<file path="src/rtl/core/dbe_ram.sv">
`default_nettype none
module dbe_ram #(
    parameter int DEPTH = 256,
    parameter int DW    = 8
) (
    input  wire logic          i_clk,
    input  wire logic          i_we,
    input  wire logic [7:0]    i_addr,
    input  wire logic [DW-1:0] i_wdata,
    output logic      [DW-1:0] o_rdata
);
    localparam int IW = (DEPTH > 1) ? $clog2(DEPTH) : 1;

    logic [DW-1:0] r_mem [DEPTH];
    logic [DW-1:0] r_rdata;

    always_ff @(posedge i_clk) begin
        if (i_we) begin
            r_mem[i_addr[IW-1:0]] <= i_wdata;
        end
        r_rdata <= r_mem[i_addr[IW-1:0]];
    end

    assign o_rdata = r_rdata;
endmodule
`default_nettype wire

</file>
<file path="config.mk">
export PLATFORM = sky130hd
export DESIGN_NAME = dbe_ram
export DESIGN_NICKNAME = d
export VERILOG_FILES = /design/src/rtl/core/dbe_ram.sv
export SDC_FILE = /design/constraint.sdc
export NUM_CORES = 2
export LEC_CHECK = 0
export ABC_AREA = 1
export BUFFER_PORTS_ARGS = -buffer_cell sky130_fd_sc_hd__buf_4
export CORE_UTILIZATION = 50
export DETAILED_ROUTE_END_ITERATION = 10
export GPL_TIMING_DRIVEN = 0
export HOLD_SLACK_MARGIN = 0.15
export PLACE_DENSITY = 0.7
export REMOVE_ABC_BUFFERS = 1
export SETUP_SLACK_MARGIN = 0.2
export SLEW_MARGIN = 20
export SYNTH_ARGS = -nofsm -noshare
export SYNTH_HDL_FRONTEND = slang
export SYNTH_SLANG_ARGS = --single-unit
</file>
<file path="constraint.sdc">
create_clock -name i_clk -period 2.28 [get_ports i_clk]
set_input_delay 0.228 -clock i_clk [delete_from_list [all_inputs] [get_ports i_clk]]
set_output_delay 0.228 -clock i_clk [all_outputs]
set_load 0.05 [all_outputs]
</file>
# Word level (Yosys, flattened, before mapping)
# Memories as Yosys holds them, arrays and structs flattened. A register that Yosys moved wholly into a read port is not among the register bits.
# Cells that the tools add are included.
[word_totals]
inputBits = 18
memories = 1
ramBits = 2048
output_inout_bits = 8
word_cells = 3
reg_bits = 0
[classes]
mux = 2
[mem_list]
columns = ["memory", "words", "width", "rd", "rd_clocked_by_memory_dff", "write_ports", "line_no", "rtl"]
rows = [
  ["r_mem", 256, 8, 1, 1, 1, "14", "logic [DW-1:0] r_mem [DEPTH];"],
]
[ops]
columns = ["operator", "count"]
rows = [
  ["$mux W1", 2],
]

# Longest topological paths before layout
[logic_depth]
word_depth = 2
depth_mapped = 15
ltp_nobuf = 13

# Worst setup path after synthesis
# Ideal clock, no wire load.
[synth_path]
kind = "input port to flip-flop"
from = "input i_addr[1]"
to = "memory r_mem[234][0], enable pin"
path_slack_ns = 0.212
cell_stages = 10
path_buffers = 4
arrival_time_ns = 1.698
setup_time_ns = 0.370
t_required_ns = 1.910
cell_sequence = "buf_4 -> inv_4 -> nor2_8 -> buf_4 -> buf_4 -> inv_2 -> nor2_1 -> nand2_1 -> clkbuf_1 -> nor2_1"
[synth_lines]
columns = ["item", "line_no", "rtl"]
rows = [
  ["from (decl)", "8", "input wire logic [7:0] i_addr,"],
  ["to (decl)", "14", ""],
]
# No word-level cell before the write port.

# Final worst setup path
[layout_path]
from = "input i_addr[4]"
to = "memory r_mem[207][3], enable pin"
# No word-level cell before the write port.

==> impl_metrics.csv <==
group,metric,value,unit
clocking,numCtsBuffers,201,
worst_setup_path,arrival,2740,ps
global_route,overflow,0,
worst_setup_path,cp_num_buf_inv,2,
placed_design,gp_congestion,0.874,
layout,nets,8028,
detailed_routing,routed_wl,229,mm
die,dieArea,171000,µm²
timing,fin_ws,-6.94,ps
timing,setup_tns,-39.8,ps
synth,seq_area_frac_synth,0.727,
power,leakagePower,38.4,nW
die,fp.coreArea,168000,µm²
synth,synth_edf_count,2048,
worst_setup_path,max_stage_delay,950,ps
synth,synth_top_family_by_area,"simple AND/OR/NAND/NOR gates",
die,die_height,414,µm
worst_setup_path,slowest_stage,"nor2_1",
worst_setup_path,cp-start-kind,"primary input",
synth,yosys-mux-area-fraction,0,
synth,netlist_instances,8021,
synth,ys_types,18,
global_route,grt_usage,0.267,
detailed_routing,wl_per_cell,22.1,µm
min_path,min_path_type,"in2reg",
worst_setup_path,path_class,"in2reg",
synth,synth_ff_type,"edfxtp_1",
synth,synth_area_leaders,"edfxtp_1, nand2_1, nor2_1",
worst_setup_path,critPathMaxFanout,22,
global_route,grt_pass1_wl,340,mm
synth,syn-mean-instance-area,10.6,µm²
clocking,cts_tree,"done",
synth,ys_ff_latch,2056,
timing,max_freq,437,MHz
die,start_util,0.506,
timing,period_minus_slack,2290,ps
timing,relSlewSlack,0.351,
timing,holdWs,288,ps
clocking,insertion_delay,830,ps
timing,rsz0062_at_grt,"true",
timing,finalHoldViolCount,0,
synth,yosys.area_share.simple,0.238,
timing,tightestPinTransition,971,ps
timing,period_share,1.00,
synth,synth_common_cells,"nand2_1, edfxtp_1, nor2_1",
synth,async_reset_ff_frac,0,
status,status,"finished with violations",
timing,drv_slew,0,
clocking,clock_path_buffers,3,
die,std_cell_rows,150,
detailed_routing,drt-initial-drc-count,6947,
layout,drive_above_1_share,0.0938,
die,die_w,414,µm
timing,finalSetupViolCount,8,
power,power.density,811,nW/µm²
clocking,clock-sinks,2056,
global_route,antenna_found_initial,5,
placed_design,dpl.hpwl,120,mm
layout,syn_to_final_growth,15.0,%
power,vdd_drop_max,0.793,mV
synth,yosysWarningCount,0,
detailed_routing,drt_pass1_iterations,6,
synth,synthMostInstantiatedCell,"nand2_1",
power,power,79.2,mW
synth,synth_compound_area_frac,0.0113,
detailed_routing,drc,0,
layout,utilization,0.582,
timing,fin_worst_skew,32.1,ps
detailed_routing,viasPerCell,5.54,
clocking,cts-root-buf,"clkbuf_16",
synth,yosysTopAreaCell,"edfxtp_1",
worst_setup_path,crit_chain,"buf_4 > nor2_4 > buf_12 > nand3_1 > nor2_1",
global_route,grt_pass1_vias,55133,
synth,synth_top_area_frac,0.725,
synth,synthXorXnorAreaFrac,0,
worst_setup_path,cp-end-kind,"flip-flop",
synth,synth_fa_ha_area_frac,0,
clocking,cts_max_level,4,
status,violations,"negative setup slack",
placed_design,placed_cells,9909,
worst_setup_path,cpLargestDelayFamily,"simple AND/OR/NAND/NOR gates",
detailed_routing,ant_nets,0,
placed_design,port_buffers,25,
synth,synthesis.area,84900,µm²
flow_run,cap_violations,0,
clocking,clkTransAtPathRegs,70,ps
global_route,grt_max_degree,125,
die,ios,26,
layout,stdcell_count,10383,
detailed_routing,vias,57508,
worst_setup_path,critPathRequiredTime,2730,ps
worst min-delay path: cells and delay by family:
family / cells / cell delay, ps
buffers and inverters: 1 / 260
and+or+nand+nor: 2 / 430
power by group:
part / internal, mW / total, mW / switching [mW]
sequential: 41.7 / 41.7 / 0.0258
clock: 18.3 / 32.2 / 13.9
combinational: 1.46 / 5.29 / 3.83
through the flow:
step           setup slack, ps  area (µm²)
2_1_floorplan            -5010       83000
3_3_place_gp            -35660       85900
3_5_place_dp             -2500       88200
4_1_cts                  -99.5       97100
5_1_grt                  -37.8       97600
6_report                 -6.94       97600
cells by family after synthesis:
logic type      after synthesis
compound gates              192
buf+inv                     452
flops                      2056
simple gates               5321
layer usage:
| layer | global-route usage | part of all wire | vias to the layer above |
|---|---|---|---|
| met2 | 0.424 | 0.47 | 3038 |
| met5 | 0 | 0 | - |
| met3 | 0.0486 | 0.10 | 482 |
| li1 | - | - | 26391 |
| met4 | 0.119 | 0.043 | 0 |
| met1 | 0.360 | 0.39 | 27597 |
final cells by class:
cell class	instances	area (µm²)
Clock inverter	97	797
Fill cell	13103	70200
Tap cell	2204	2760
Clock buffer	273	5530
Antenna cell	2	5.00
Sequential cell	2056	61700
Timing Repair Buffer	196	4140
Timing Repair inverter	6	55.1
Multi-Input combinational cell	5514	22500
Inverter	35	195
final timing paths:
| check | startpoint | end | slack [ps] | cells past startpoint |
|---|---|---|---|---|
| setup reg to reg | r_mem[9][2]$_DFFE_PP_ | o_rdata[2]$_DFF_P_ | 230 | 12 |
| hold / removal | i_we | r_mem[182][3]$_DFFE_PP_ | 290 | 3 |
| hold reg to reg | r_mem[219][6]$_DFFE_PP_ | o_rdata[6]$_DFF_P_ | 1010 | 10 |
| setup / recovery | i_addr[4] | r_mem[207][3]$_DFFE_PP_ | -7 | 5 |
timing repair:
item | 4_1_cts | 5_1_grt
setup endpoints to repair | 2007 | 1776
gates resized for setup | 267 | 125
buffers inserted | 33 | 14
gates cloned | 42 | 3
hold buffers | 10 | 0
hold endpoints to repair | 758 | 0
pin swaps | 20 | 11
cells in the final DEF (no fill, tap or decap), types with 3 or more instances in the layout:
cell	n
o21ai_2	25
dfxtp_1	8
bufbuf_16	29
buf_8	9
dlygate4sd3_1	10
nor2_1	136
buf_12	20
clkinv_2	30
nor2_2	146
inv_1	28
clkbuf_1	60
inv_8	3
a21oi_1	32
nand2_4	11
clkinvlp_4	4
o21ai_0	33
edfxtp_1	2048
clkinv_1	44
inv_6	9
nand2_1	4723
clkbuf_16	214
buf_4	46
o21ai_1	101
buf_16	77
nand3_1	187
inv_16	5
nor2_4	80
bufinv_16	12
nand2_2	36
registers in the layout, summed over array words and instances, names as in the netlist:
signal and flops:
r_mem 2048, o_rdata 8
No activity file was read; power rests on OpenSTA's default activity.
