==> config.mk <==
export PLATFORM = sky130hd
export DESIGN_NAME = dbe_div
export DESIGN_NICKNAME = d
export VERILOG_FILES = /design/src/rtl/core/dbe_pkg.sv /design/src/rtl/core/dbe_div.sv
export SDC_FILE = /design/constraint.sdc
export NUM_CORES = 2
export LEC_CHECK = 0
export BUFFER_PORTS_ARGS = -buffer_cell sky130_fd_sc_hd__buf_2
export CORE_AREA = 2 2 223 225
export DETAILED_ROUTE_END_ITERATION = 12
export DIE_AREA = 0 0 225 227
export GPL_TIMING_DRIVEN = 0
export PLACE_DENSITY = 0.76
export SYNTH_ARGS = -nofsm -noshare
export SYNTH_HDL_FRONTEND = slang
export SYNTH_SLANG_ARGS = --single-unit
==> constraint.sdc <==
create_clock -name i_clk -period 16.4 [get_ports i_clk]
set_clock_uncertainty 0.1 [all_clocks]
set_input_delay 1.64 -clock i_clk [delete_from_list [all_inputs] [get_ports i_clk]]
set_output_delay 1.64 -clock i_clk [all_outputs]
set_load 0.02 [all_outputs]
==> src/rtl/core/dbe_pkg.sv <==
`default_nettype none
package dbe_pkg;

    localparam int CODE_BYTES_DEF = 256;

    localparam logic [1:0] OPN_CLEAR = 2'd0;
    localparam logic [1:0] OPN_WRITE = 2'd1;
    localparam logic [1:0] OPN_RUN   = 2'd2;
    localparam logic [1:0] OPN_READ  = 2'd3;

    localparam logic [7:0] OC_SENSE = 8'd160;
    localparam logic [7:0] OC_ZO    = 8'd161;
    localparam logic [7:0] OC_ZERO  = 8'd162;
    localparam logic [7:0] OC_M45   = 8'd176;
    localparam logic [7:0] OC_M78   = 8'd177;
    localparam logic [7:0] OC_LED   = 8'd178;
    localparam logic [7:0] OC_SLL   = 8'd179;
    localparam logic [7:0] OC_SRL   = 8'd180;
    localparam logic [7:0] OC_SLC   = 8'd181;
    localparam logic [7:0] OC_SRC   = 8'd182;
    localparam logic [7:0] OC_ADD   = 8'd224;
    localparam logic [7:0] OC_SUB   = 8'd225;
    localparam logic [7:0] OC_MUL   = 8'd226;
    localparam logic [7:0] OC_DIV   = 8'd227;
    localparam logic [7:0] OC_MAX   = 8'd228;
    localparam logic [7:0] OC_MIN   = 8'd229;
    localparam logic [7:0] OC_LATCH = 8'd230;
    localparam logic [7:0] OC_CMP   = 8'd231;
    localparam logic [7:0] OC_AND   = 8'd232;
    localparam logic [7:0] OC_OR    = 8'd233;
    localparam logic [7:0] OC_NOT   = 8'd234;
    localparam logic [7:0] OC_SEL   = 8'd235;
    localparam logic [7:0] OC_CONST = 8'd255;

    localparam logic [2:0] K_RD  = 3'd0;
    localparam logic [2:0] K_WR  = 3'd1;
    localparam logic [2:0] K_MUL = 3'd2;
    localparam logic [2:0] K_DIV = 3'd3;
    localparam logic [2:0] K_AVG = 3'd4;
    localparam logic [2:0] K_PIN = 3'd5;
    localparam logic [2:0] K_END = 3'd6;

    localparam logic [1:0] SL_X = 2'd0;
    localparam logic [1:0] SL_Y = 2'd1;
    localparam logic [1:0] SL_Z = 2'd2;
    localparam logic [1:0] SL_W = 2'd3;

    localparam logic [2:0] C_AL      = 3'd0;
    localparam logic [2:0] C_NE      = 3'd1;
    localparam logic [2:0] C_EQ      = 3'd2;
    localparam logic [2:0] C_EQZ0    = 3'd3;
    localparam logic [2:0] C_EQZN    = 3'd4;
    localparam logic [2:0] C_EQZNW0  = 3'd5;

    localparam logic [4:0] V_ZERO  = 5'd0;
    localparam logic [4:0] V_ONE   = 5'd1;
    localparam logic [4:0] V_Q     = 5'd2;
    localparam logic [4:0] V_ADD   = 5'd3;
    localparam logic [4:0] V_SUB   = 5'd4;
    localparam logic [4:0] V_DIVR  = 5'd5;
    localparam logic [4:0] V_MAX   = 5'd6;
    localparam logic [4:0] V_MIN   = 5'd7;
    localparam logic [4:0] V_LATC  = 5'd8;
    localparam logic [4:0] V_LATD  = 5'd9;
    localparam logic [4:0] V_H     = 5'd10;
    localparam logic [4:0] V_LT    = 5'd11;
    localparam logic [4:0] V_EQ    = 5'd12;
    localparam logic [4:0] V_GT    = 5'd13;
    localparam logic [4:0] V_AND   = 5'd14;
    localparam logic [4:0] V_OR    = 5'd15;
    localparam logic [4:0] V_NOT   = 5'd16;
    localparam logic [4:0] V_SEL   = 5'd17;
    localparam logic [4:0] V_CONST = 5'd18;

    localparam logic [2:0] DS_AVG4 = 3'd0;
    localparam logic [2:0] DS_AVG  = 3'd1;
    localparam logic [2:0] DS_MUL  = 3'd2;
    localparam logic [2:0] DS_DIV  = 3'd3;

    localparam logic [1:0] DM_SERIAL = 2'd0;
    localparam logic [1:0] DM_BY5    = 2'd1;
    localparam logic [1:0] DM_BY100  = 2'd2;

    // ceil(2^22 / 5) and ceil(2^37 / 100)
    localparam logic [30:0] RECIP5   = 31'd838861;
    localparam logic [30:0] RECIP100 = 31'd1374389535;

    localparam logic [2:0] MS_XY   = 3'd0;
    localparam logic [2:0] MS_X100 = 3'd1;

    localparam logic [2:0] P_M45 = 3'd0;
    localparam logic [2:0] P_M78 = 3'd1;
    localparam logic [2:0] P_LED = 3'd2;
    localparam logic [2:0] P_SLL = 3'd3;
    localparam logic [2:0] P_SRL = 3'd4;
    localparam logic [2:0] P_SLC = 3'd5;
    localparam logic [2:0] P_SRC = 3'd6;

    localparam logic [4:0] LEFT_PINS  [4] = '{5'd13, 5'd14, 5'd15, 5'd12};
    localparam logic [4:0] RIGHT_PINS [4] = '{5'd0, 5'd5, 5'd4, 5'd2};

    localparam logic [15:0] SENSOR_DIV = 16'd5;
    localparam logic [15:0] SCALE      = 16'd100;

    typedef struct packed {
        logic [2:0] kind;
        logic [2:0] opnd;
        logic [1:0] slot;
        logic [4:0] val;
        logic [2:0] cond;
        logic [2:0] sel;
    } t_uop;

    typedef struct packed {
        logic        start;
        logic [1:0]  mode;
        logic [31:0] dividend;
        logic [15:0] divisor;
    } t_div_req;

    function automatic t_uop u_rd(input logic [2:0] o, input logic [1:0] s,
                                  input logic [2:0] c);
        u_rd = '{kind: K_RD, opnd: o, slot: s, val: V_ZERO, cond: c, sel: 3'd0};
    endfunction

    function automatic t_uop u_wr(input logic [2:0] o, input logic [4:0] v,
                                  input logic [2:0] c);
        u_wr = '{kind: K_WR, opnd: o, slot: SL_X, val: v, cond: c, sel: 3'd0};
    endfunction

    function automatic t_uop u_ex(input logic [2:0] k, input logic [2:0] s);
        u_ex = '{kind: k, opnd: 3'd0, slot: SL_X, val: V_ZERO, cond: C_AL, sel: s};
    endfunction

    function automatic t_uop uop_body(input logic [7:0] op, input logic [3:0] st);
        t_uop u;
        u = u_ex(K_END, 3'd0);
        case (op)
            OC_SENSE: begin
                case (st)
                    4'd0: u = u_ex(K_DIV, DS_AVG4);
                    4'd1: u = u_ex(K_AVG, 3'd0);
                    4'd2: u = u_ex(K_DIV, DS_AVG);
                    4'd3: u = u_wr(3'd1, V_Q, C_AL);
                    default: u = u_ex(K_END, 3'd0);
                endcase
            end
            OC_ZO: begin
                case (st)
                    4'd0: u = u_wr(3'd1, V_ZERO, C_AL);
                    4'd1: u = u_wr(3'd2, V_ONE, C_AL);
                    default: u = u_ex(K_END, 3'd0);
                endcase
            end
            OC_ZERO: begin
                if (st == 4'd0) u = u_wr(3'd1, V_ZERO, C_AL);
            end
            OC_M45, OC_M78, OC_SLL, OC_SRL: begin
                case (st)
                    4'd0: u = u_rd(3'd1, SL_X, C_AL);
                    4'd1: begin
                        case (op)
                            OC_M45: u = u_ex(K_PIN, P_M45);
                            OC_M78: u = u_ex(K_PIN, P_M78);
                            OC_SLL: u = u_ex(K_PIN, P_SLL);
                            default: u = u_ex(K_PIN, P_SRL);
                        endcase
                    end
                    default: u = u_ex(K_END, 3'd0);
                endcase
            end
            OC_LED: begin
                case (st)
                    4'd0: u = u_rd(3'd1, SL_X, C_AL);
                    4'd1: u = u_rd(3'd3, SL_Y, C_AL);
                    4'd2: u = u_ex(K_PIN, P_LED);
                    default: u = u_ex(K_END, 3'd0);
                endcase
            end
            OC_SLC, OC_SRC: begin
                case (st)
                    4'd0: u = u_rd(3'd1, SL_X, C_AL);
                    4'd1: u = u_rd(3'd2, SL_Y, C_AL);
                    4'd2: u = u_ex(K_PIN, (op == OC_SLC) ? P_SLC : P_SRC);
                    default: u = u_ex(K_END, 3'd0);
                endcase
            end
            OC_ADD, OC_SUB, OC_MAX, OC_MIN, OC_AND, OC_OR: begin
                case (st)
                    4'd0: u = u_rd(3'd1, SL_X, C_AL);
                    4'd1: u = u_rd(3'd2, SL_Y, C_AL);
                    4'd2: begin
                        case (op)
                            OC_ADD: u = u_wr(3'd3, V_ADD, C_AL);
                            OC_SUB: u = u_wr(3'd3, V_SUB, C_AL);
                            OC_MAX: u = u_wr(3'd3, V_MAX, C_AL);
                            OC_MIN: u = u_wr(3'd3, V_MIN, C_AL);
                            OC_AND: u = u_wr(3'd3, V_AND, C_AL);
                            default: u = u_wr(3'd3, V_OR, C_AL);
                        endcase
                    end
                    default: u = u_ex(K_END, 3'd0);
                endcase
            end
            OC_MUL, OC_DIV: begin
                case (st)
                    4'd0: u = u_rd(3'd1, SL_X, C_AL);
                    4'd1: u = u_rd(3'd2, SL_Y, C_AL);
                    4'd2: u = u_ex(K_MUL, (op == OC_MUL) ? MS_XY : MS_X100);
                    4'd3: u = u_ex(K_DIV, (op == OC_MUL) ? DS_MUL : DS_DIV);
                    4'd4: u = u_wr(3'd3, (op == OC_MUL) ? V_Q : V_DIVR, C_AL);
                    default: u = u_ex(K_END, 3'd0);
                endcase
            end
            OC_LATCH: begin
                case (st)
                    4'd0: u = u_rd(3'd1, SL_X, C_AL);
                    4'd1: u = u_rd(3'd2, SL_Y, C_AL);
                    4'd2: u = u_wr(3'd3, V_LATC, C_NE);
                    4'd3: u = u_wr(3'd4, V_LATD, C_NE);
                    4'd4: u = u_rd(3'd3, SL_Z, C_EQ);
                    4'd5: u = u_wr(3'd4, V_H, C_EQZ0);
                    4'd6: u = u_rd(3'd4, SL_W, C_EQZN);
                    4'd7: u = u_wr(3'd3, V_H, C_EQZNW0);
                    default: u = u_ex(K_END, 3'd0);
                endcase
            end
            OC_CMP: begin
                case (st)
                    4'd0, 4'd3, 4'd6: u = u_rd(3'd1, SL_X, C_AL);
                    4'd1, 4'd4, 4'd7: u = u_rd(3'd2, SL_Y, C_AL);
                    4'd2: u = u_wr(3'd3, V_LT, C_AL);
                    4'd5: u = u_wr(3'd4, V_EQ, C_AL);
                    4'd8: u = u_wr(3'd5, V_GT, C_AL);
                    default: u = u_ex(K_END, 3'd0);
                endcase
            end
            OC_NOT: begin
                case (st)
                    4'd0: u = u_rd(3'd1, SL_X, C_AL);
                    4'd1: u = u_wr(3'd2, V_NOT, C_AL);
                    default: u = u_ex(K_END, 3'd0);
                endcase
            end
            OC_SEL: begin
                case (st)
                    4'd0: u = u_rd(3'd1, SL_X, C_AL);
                    4'd1: u = u_rd(3'd2, SL_Y, C_AL);
                    4'd2: u = u_rd(3'd3, SL_Z, C_AL);
                    4'd3: u = u_wr(3'd4, V_SEL, C_AL);
                    default: u = u_ex(K_END, 3'd0);
                endcase
            end
            OC_CONST: begin
                if (st == 4'd0) u = u_wr(3'd3, V_CONST, C_AL);
            end
            default: u = u_ex(K_END, 3'd0);
        endcase
        return u;
    endfunction

    function automatic logic [3:0] op_len(input logic [7:0] op);
        case (op)
            OC_SENSE, OC_ZERO, OC_M45, OC_M78, OC_SLL, OC_SRL: op_len = 4'd2;
            OC_ZO, OC_SLC, OC_SRC, OC_NOT: op_len = 4'd3;
            OC_LATCH, OC_SEL: op_len = 4'd5;
            OC_CMP: op_len = 4'd6;
            default: op_len = 4'd4;
        endcase
    endfunction

    function automatic logic op_known(input logic [7:0] op);
        case (op)
            OC_SENSE, OC_ZO, OC_ZERO, OC_M45, OC_M78, OC_LED, OC_SLL, OC_SRL,
            OC_SLC, OC_SRC, OC_ADD, OC_SUB, OC_MUL, OC_DIV, OC_MAX, OC_MIN,
            OC_LATCH, OC_CMP, OC_AND, OC_OR, OC_NOT, OC_SEL, OC_CONST:
                op_known = 1'b1;
            default: op_known = 1'b0;
        endcase
    endfunction

    function automatic logic [3:0] half_step(input logic [2:0] ph);
        case (ph)
            3'd0: half_step = 4'd8;
            3'd1: half_step = 4'd12;
            3'd2: half_step = 4'd4;
            3'd3: half_step = 4'd6;
            3'd4: half_step = 4'd2;
            3'd5: half_step = 4'd3;
            3'd6: half_step = 4'd1;
            default: half_step = 4'd9;
        endcase
    endfunction

endpackage
`default_nettype wire

==> src/rtl/core/dbe_div.sv <==
`default_nettype none
module dbe_div (
    input  wire logic              i_clk,
    input  wire logic              i_rst_n,
    input  wire dbe_pkg::t_div_req i_req,
    output logic                   o_done,
    output logic [31:0]            o_quot
);
    logic        r_busy;
    logic        r_done;
    logic [4:0]  r_cnt;
    logic [1:0]  r_mode;
    logic [16:0] r_rem;
    logic [31:0] r_dvd;
    logic [16:0] r_dsr;
    logic        r_neg;
    logic [61:0] r_prd;

    logic [31:0] n_mag;
    logic [16:0] n_dsx;
    logic [16:0] n_sh;
    logic        n_ge;
    logic [16:0] n_rem;
    logic [30:0] n_k;
    logic [31:0] n_cq;

    always_comb begin
        n_mag = i_req.dividend[31] ? (32'd0 - i_req.dividend) : i_req.dividend;
        n_dsx = {i_req.divisor[15], i_req.divisor};
        if (n_dsx[16]) n_dsx = 17'd0 - n_dsx;
        n_sh  = {r_rem[15:0], r_dvd[31]};
        n_ge  = (n_sh >= r_dsr);
        n_rem = n_ge ? (n_sh - r_dsr) : n_sh;
        n_k   = (r_mode == dbe_pkg::DM_BY5) ? dbe_pkg::RECIP5 : dbe_pkg::RECIP100;
        n_cq  = (r_mode == dbe_pkg::DM_BY5) ? r_prd[53:22] : {7'd0, r_prd[61:37]};
    end

    always_ff @(posedge i_clk) begin
        if (!i_rst_n) begin
            r_busy <= 1'b0;
            r_done <= 1'b0;
            r_cnt  <= 5'd0;
        end else begin
            r_done <= 1'b0;
            if (i_req.start) begin
                r_busy <= 1'b1;
                r_cnt  <= 5'd0;
                r_mode <= i_req.mode;
                r_rem  <= 17'd0;
                r_dvd  <= n_mag;
                r_dsr  <= n_dsx;
                r_neg  <= i_req.dividend[31] ^ i_req.divisor[15];
            end else if (r_busy && (r_mode != dbe_pkg::DM_SERIAL)) begin
                // constant divisor: reciprocal multiply, then shift
                r_cnt <= r_cnt + 5'd1;
                if (r_cnt == 5'd0) begin
                    r_prd <= 62'(r_dvd[30:0]) * 62'(n_k);
                end else begin
                    r_dvd  <= n_cq;
                    r_busy <= 1'b0;
                    r_done <= 1'b1;
                end
            end else if (r_busy) begin
                r_rem <= n_rem;
                r_dvd <= {r_dvd[30:0], n_ge};
                r_cnt <= r_cnt + 5'd1;
                if (r_cnt == 5'd31) begin
                    r_busy <= 1'b0;
                    r_done <= 1'b1;
                end
            end
        end
    end

    assign o_done = r_done;
    assign o_quot = r_neg ? (32'd0 - r_dvd) : r_dvd;
endmodule
`default_nettype wire
======== Word-level counts from Yosys, hierarchy flattened ========
Index checks and enable logic that the tools add are counted.
W data, S select, Z words.
operators by class
  add/sub/neg operators ................... 5
  multiply operators ...................... 1
  bitwise gates (word level) .............. 3
  shift operators ......................... 0
  reductions and logical operators ........ 11
  equal/unequal tests ..................... 4
  div/mod/pow operators ................... 0
  multiplexer cells ....................... 23
  order comparisons ....................... 1
operators with widths
  operator                 count
  $mux W32                 7
  $sub A1 B32 Y32 const A  2
  $mul A31 B31 Y62         1
  $mux W16                 3
  $mux W31                 1
  $ge A17 B17 Y1           1
  $sub A1 B16 Y17 const A  1
  $sub A16 B16 Y16         1
  $mux W15                 1
  $mux W5                  2
  $mux W1                  9
  $reduce_and A3 Y1        2
  $reduce_bool A2 Y1       3
  $add A5 B1 Y5 const B    1
  $eq A5 B5 Y1 const B     1
  $logic_not A5 Y1         1
  $reduce_and A4 Y1        1
  $ne A3 B3 Y1 const B     1
  $reduce_bool A3 Y1       1
  $eq A2 B1 Y1 const B     1
  $ne A2 B2 Y1 const B     1
  $not A1 Y1               2
  $reduce_and A2 Y1        1
  $reduce_or A2 Y1         1
  other kinds (2)          2
word-level totals
  memories kept ........................... 0
  word-level logic and storage cells ...... 58
  memory bits (read-only) ................. 0
  output and inout port bits .............. 33
  memory bits (writable) .................. 0
  latch bits .............................. 0
  register bits ........................... 137

======== Depth between registers and ports, before layout ========
  word-level depth ........................ 5
  depth in mapped cells ................... 32
  gate-level depth less buffers ........... 29

======== Worst setup path after synthesis ========
No wires, ideal clock.
  kind .................................... register to register
  from .................................... register r_mode[1]
  to ...................................... register r_prd[60] (data pin)
  buffers on the path ..................... 4
  stages on the path, launching flop included .. 30
  setup time .............................. 0.259 ns
  data required time ...................... 16.041 ns
  path slack .............................. 8.459 ns
  arrival time ............................ 7.583 ns
  cell sequence ........................... edfxtp_1 nand2b_1 clkbuf_1 clkbuf_1 clkbuf_1 nand2_1 inv_1 nor2_1 fa_1 fa_1 fa_1 inv_1 fa_1 fa_1 fa_1 inv_1 fa_1 inv_1 ha_1 buf_2 a21oi_2 o21ai_0 a21oi_1 o211ai_1 o211a_1 o2111ai_1 nand2_1 a221o_1 a221o_1 xor2_1
on the way
  word-level cells in the longest chain between the ends .. 3
RTL lines
  item                    line           text
  from (decl)             dbe_div.sv:12  logic [1:0] r_mode;
  from (signal assigned)  dbe_div.sv:48  r_mode <= i_req.mode;
  $eq A2 B1 Y1            dbe_div.sv:34  n_k = (r_mode == dbe_pkg::DM_BY5) ? dbe_pkg::RECIP5 : dbe_pkg::RECIP100;
  $mux W31                dbe_div.sv:34
  $mul A31 B31 Y62        dbe_div.sv:57  r_prd <= 62'(r_dvd[30:0]) * 62'(n_k);
  to (signal assigned)    dbe_div.sv:57
  to (decl)               dbe_div.sv:17  logic [61:0] r_prd;
Every way passes these cells.
A chain may end at the register's enable or synchronous reset.

======== Final worst setup path ========
Ends and elaborated chain as after synthesis.

==> flow_metrics.tcl <==
set metrics [dict create \
    status "completed" \
    overflow 0 \
    worstSkewPairLatency_ns 0.42 \
    grt_pass1_vias 23800 \
    synth_xor_area_share_pct 5.69 \
    cts_buffer_depth 2 \
    synth.mux.area_fraction_pct 0.626 \
    drc 0 \
    r2r_start "r_mode[1]$_DFFE_PP_" \
    grt_max_degree 33 \
    clock_sinks 115 \
    initial_core_util_pct 59.3 \
    setup.worst_path.end_class "flip-flop" \
    synth-seq-cells 115 \
    fin_crit_ns 10.19 \
    setup-violations-final 0 \
    regArea_um2 3380 \
    final_nets 4135 \
    min_to "r_cnt[4]$_SDFFE_PN0P_" \
    tns_ns 0 \
    vias 21800 \
    synth_cells 2943 \
    worst_pin_slew_ns 1.24 \
    layout-drive-gt1-share_pct 5.19 \
    diodes 0 \
    dp_hpwl_um 74500 \
    cp-start-kind "flip-flop" \
    min-delay-path-class "flip-flop to flip-flop" \
    postRouteAntennaNets 0 \
    final_common_cell "inv_1" \
    post-route-period-util_pct 62.1 \
    hold_viol 0 \
    path_max_fanout 10 \
    rows 81 \
    antenna_found_initial 2 \
    min_from "r_cnt[4]$_SDFFE_PN0P_" \
    drt_pre_antenna_iters 7 \
    synth_top_family_by_area "adder cells" \
    hold_depth 2 \
    synthFlopType "edfxtp_1" \
    regToRegEndpoint "r_prd[60]$_DFFE_PP_" \
    async_flop_share_pct 0 \
    synth.cell_area_um2 28800 \
    reg2regPathDepth 26 \
    clk_pin_slew_worst_paths_ns 0.06 \
    cts_made_buffers 17 \
    avgSynthCellArea_um2 9.79 \
    coreArea_um2 48500 \
    drt-wirelength-per-cell_um 23.5 \
    yosysUniqueCellTypes 74 \
    critical_path_class "flip-flop to flip-flop" \
    fmax_mhz 98.1 \
    max_cap_violations 0 \
    regToRegSetupSlack_ns 6.21 \
    maxSlewHeadroom_pct 17.3 \
    syn_to_final_growth_pct 7.11 \
    grt_usage_pct 36.2 \
    ys_warn_count 0 \
    synth_simple_gate_area_share_pct 7.84 \
    cts_tree "built" \
    synth_compound_area_share_pct 8.00 \
    die_x_um 225 \
    synth_seq_area_share_pct 11.7 \
    multi_input_area_um2 22700 \
    fp.dieH_um 227 \
    portBuffers 84 \
    first_iter_violations 1850 \
    cts_root_buf "clkbuf_16" \
    layout_common_cells "690 x inv_1, 519 x fa_1, 453 x ha_1, 244 x nand2_1, 138 x xnor2_1" \
    ios 86 \
    synth_adder_area_share_pct 55.8 \
    h-tree-depth 4 \
    rsz0062_at_grt "no" \
    cts.repair.resized 0 \
    finalMaxSlewViolations 0 \
    synth_edf_count 108 \
    routed_wl_um 88000 \
    gp_congestion 1.03 \
    vias_per_cell 5.83 \
    cts_setup_buffers 0 \
    required_ns 16.46 \
    fillerInstances 4000 \
    die-area_um2 51100 \
    critPathArrivalTime_ns 10.25 \
    holdBufCountCts 0 \
    grt_pass1_wl_um 137000 \
]
==> worst max path at each step <==
stage	from	end	cells past startpoint
after floorplan	r_mode[1]$_DFFE_PP_	r_prd[60]$_DFFE_PP_	29
after global placement	r_mode[1]$_DFFE_PP_	r_prd[60]$_DFFE_PP_	26
after detailed placement	r_mode[1]$_DFFE_PP_	r_prd[60]$_DFFE_PP_	29
after CTS	r_mode[1]$_DFFE_PP_	r_prd[60]$_DFFE_PP_	29
after global routing	r_mode[1]$_DFFE_PP_	r_prd[60]$_DFFE_PP_	26
final	r_mode[1]$_DFFE_PP_	r_prd[60]$_DFFE_PP_	26
==> cell families after synthesis <==
group | Yosys count
AND/OR/NAND/NOR | 511
multiplexers | 18
other | 2
XOR/XNOR | 187
AO/OA/AOI/OAI | 351
buffers and inverters | 787
adder cells (fa/ha/maj) | 972
flip-flops | 115
==> flip-flops by register name, indices dropped and copies added, names as in the netlist <==
| register | cells |
|---|---|
| r_dsr | 17 |
| r_cnt | 5 |
| r_mode | 2 |
| r_neg | 1 |
| r_dvd | 32 |
| r_rem | 16 |
| r_busy | 1 |
| r_prd | 40 |
| o_done | 1 |
==> worst max-delay path: stages, from the launching register on <==
cell	delay, ns
edfxtp_1	0.47
nand2b_1	0.14
clkbuf_1	0.58
clkbuf_1	0.37
clkbuf_1	0.68
nand2_1	0.20
inv_1	0.59
fa_1	0.56
fa_1	0.49
inv_1	0.06
fa_1	0.53
inv_1	0.06
fa_1	0.48
fa_1	0.72
fa_1	0.51
fa_1	0.47
ha_1	0.40
a21oi_1	0.27
o31ai_1	0.19
a21oi_1	0.16
o211ai_1	0.23
o211a_1	0.35
o2111ai_1	0.22
nand2_1	0.16
a221o_1	0.42
a221o_1	0.35
xor2_1	0.15
==> area by class of cell <==
cell class	count	area share, %
Multi-Input combinational cell	2100	73.6
Inverter	696	8.47
Buffer	91	1.16
Tap cell	622	2.52
Sequential cell	115	11.0
Clock buffer	22	1.47
Clock inverter	10	0.357
Timing Repair Buffer	89	1.50
==> layer usage <==
metal / wire length, µm / track usage (%) / part of all wire, %
met3: 7490 / 6.29 / 8.5
met2: 40900 / 59.6 / 46
met4: 7600 / 25.2 / 8.6
met5: 13 / 0 / 0.015
met1: 32000 / 43.7 / 36
==> through the flow <==
step | hold slack (ns) | util (%) | cells | instance area [µm²] | setup WS, ns
global route | 0.478 | 63.5 | 3745 | 30800 | 5.85
detailed placement | 0.428 | 62.4 | 3712 | 30300 | 6.40
floorplan | 0.391 | - | 3002 | 29000 | 8.46
finish | 0.445 | 63.5 | 3745 | 30800 | 6.21
global placement | 0.407 | 62.3 | 3708 | 30200 | 6.36
CTS | 0.440 | 63.5 | 3744 | 30800 | 6.36
==> cells in the mapped netlist, drive strengths merged, types with 8 or more instances <==
library cell | number | area (µm²)
fa | 519 | 10400
buf | 18 | 81.3
a21o | 43 | 323
a21oi | 130 | 666
xor2 | 49 | 429
o31ai | 18 | 150
a31oi | 11 | 68.8
nor3 | 14 | 70.1
clkbuf | 73 | 277
nand2 | 244 | 916
o41ai | 8 | 92.6
o21bai | 9 | 71.3
xnor2 | 138 | 1210
a211oi | 24 | 180
nor2b | 12 | 75.1
nand2b | 11 | 68.8
or3 | 8 | 50.1
ha | 453 | 5670
edfxtp | 108 | 3240
o21ai | 59 | 307
nor2 | 133 | 504
and3 | 11 | 68.8
nand4 | 23 | 150
inv | 691 | 2590
mux2i | 18 | 180
nand3 | 25 | 130
a221oi | 10 | 100
Power is left out: the tool's default activity adds up to more than one toggle a clock period on the data nets, which glitch-free logic cannot reach.
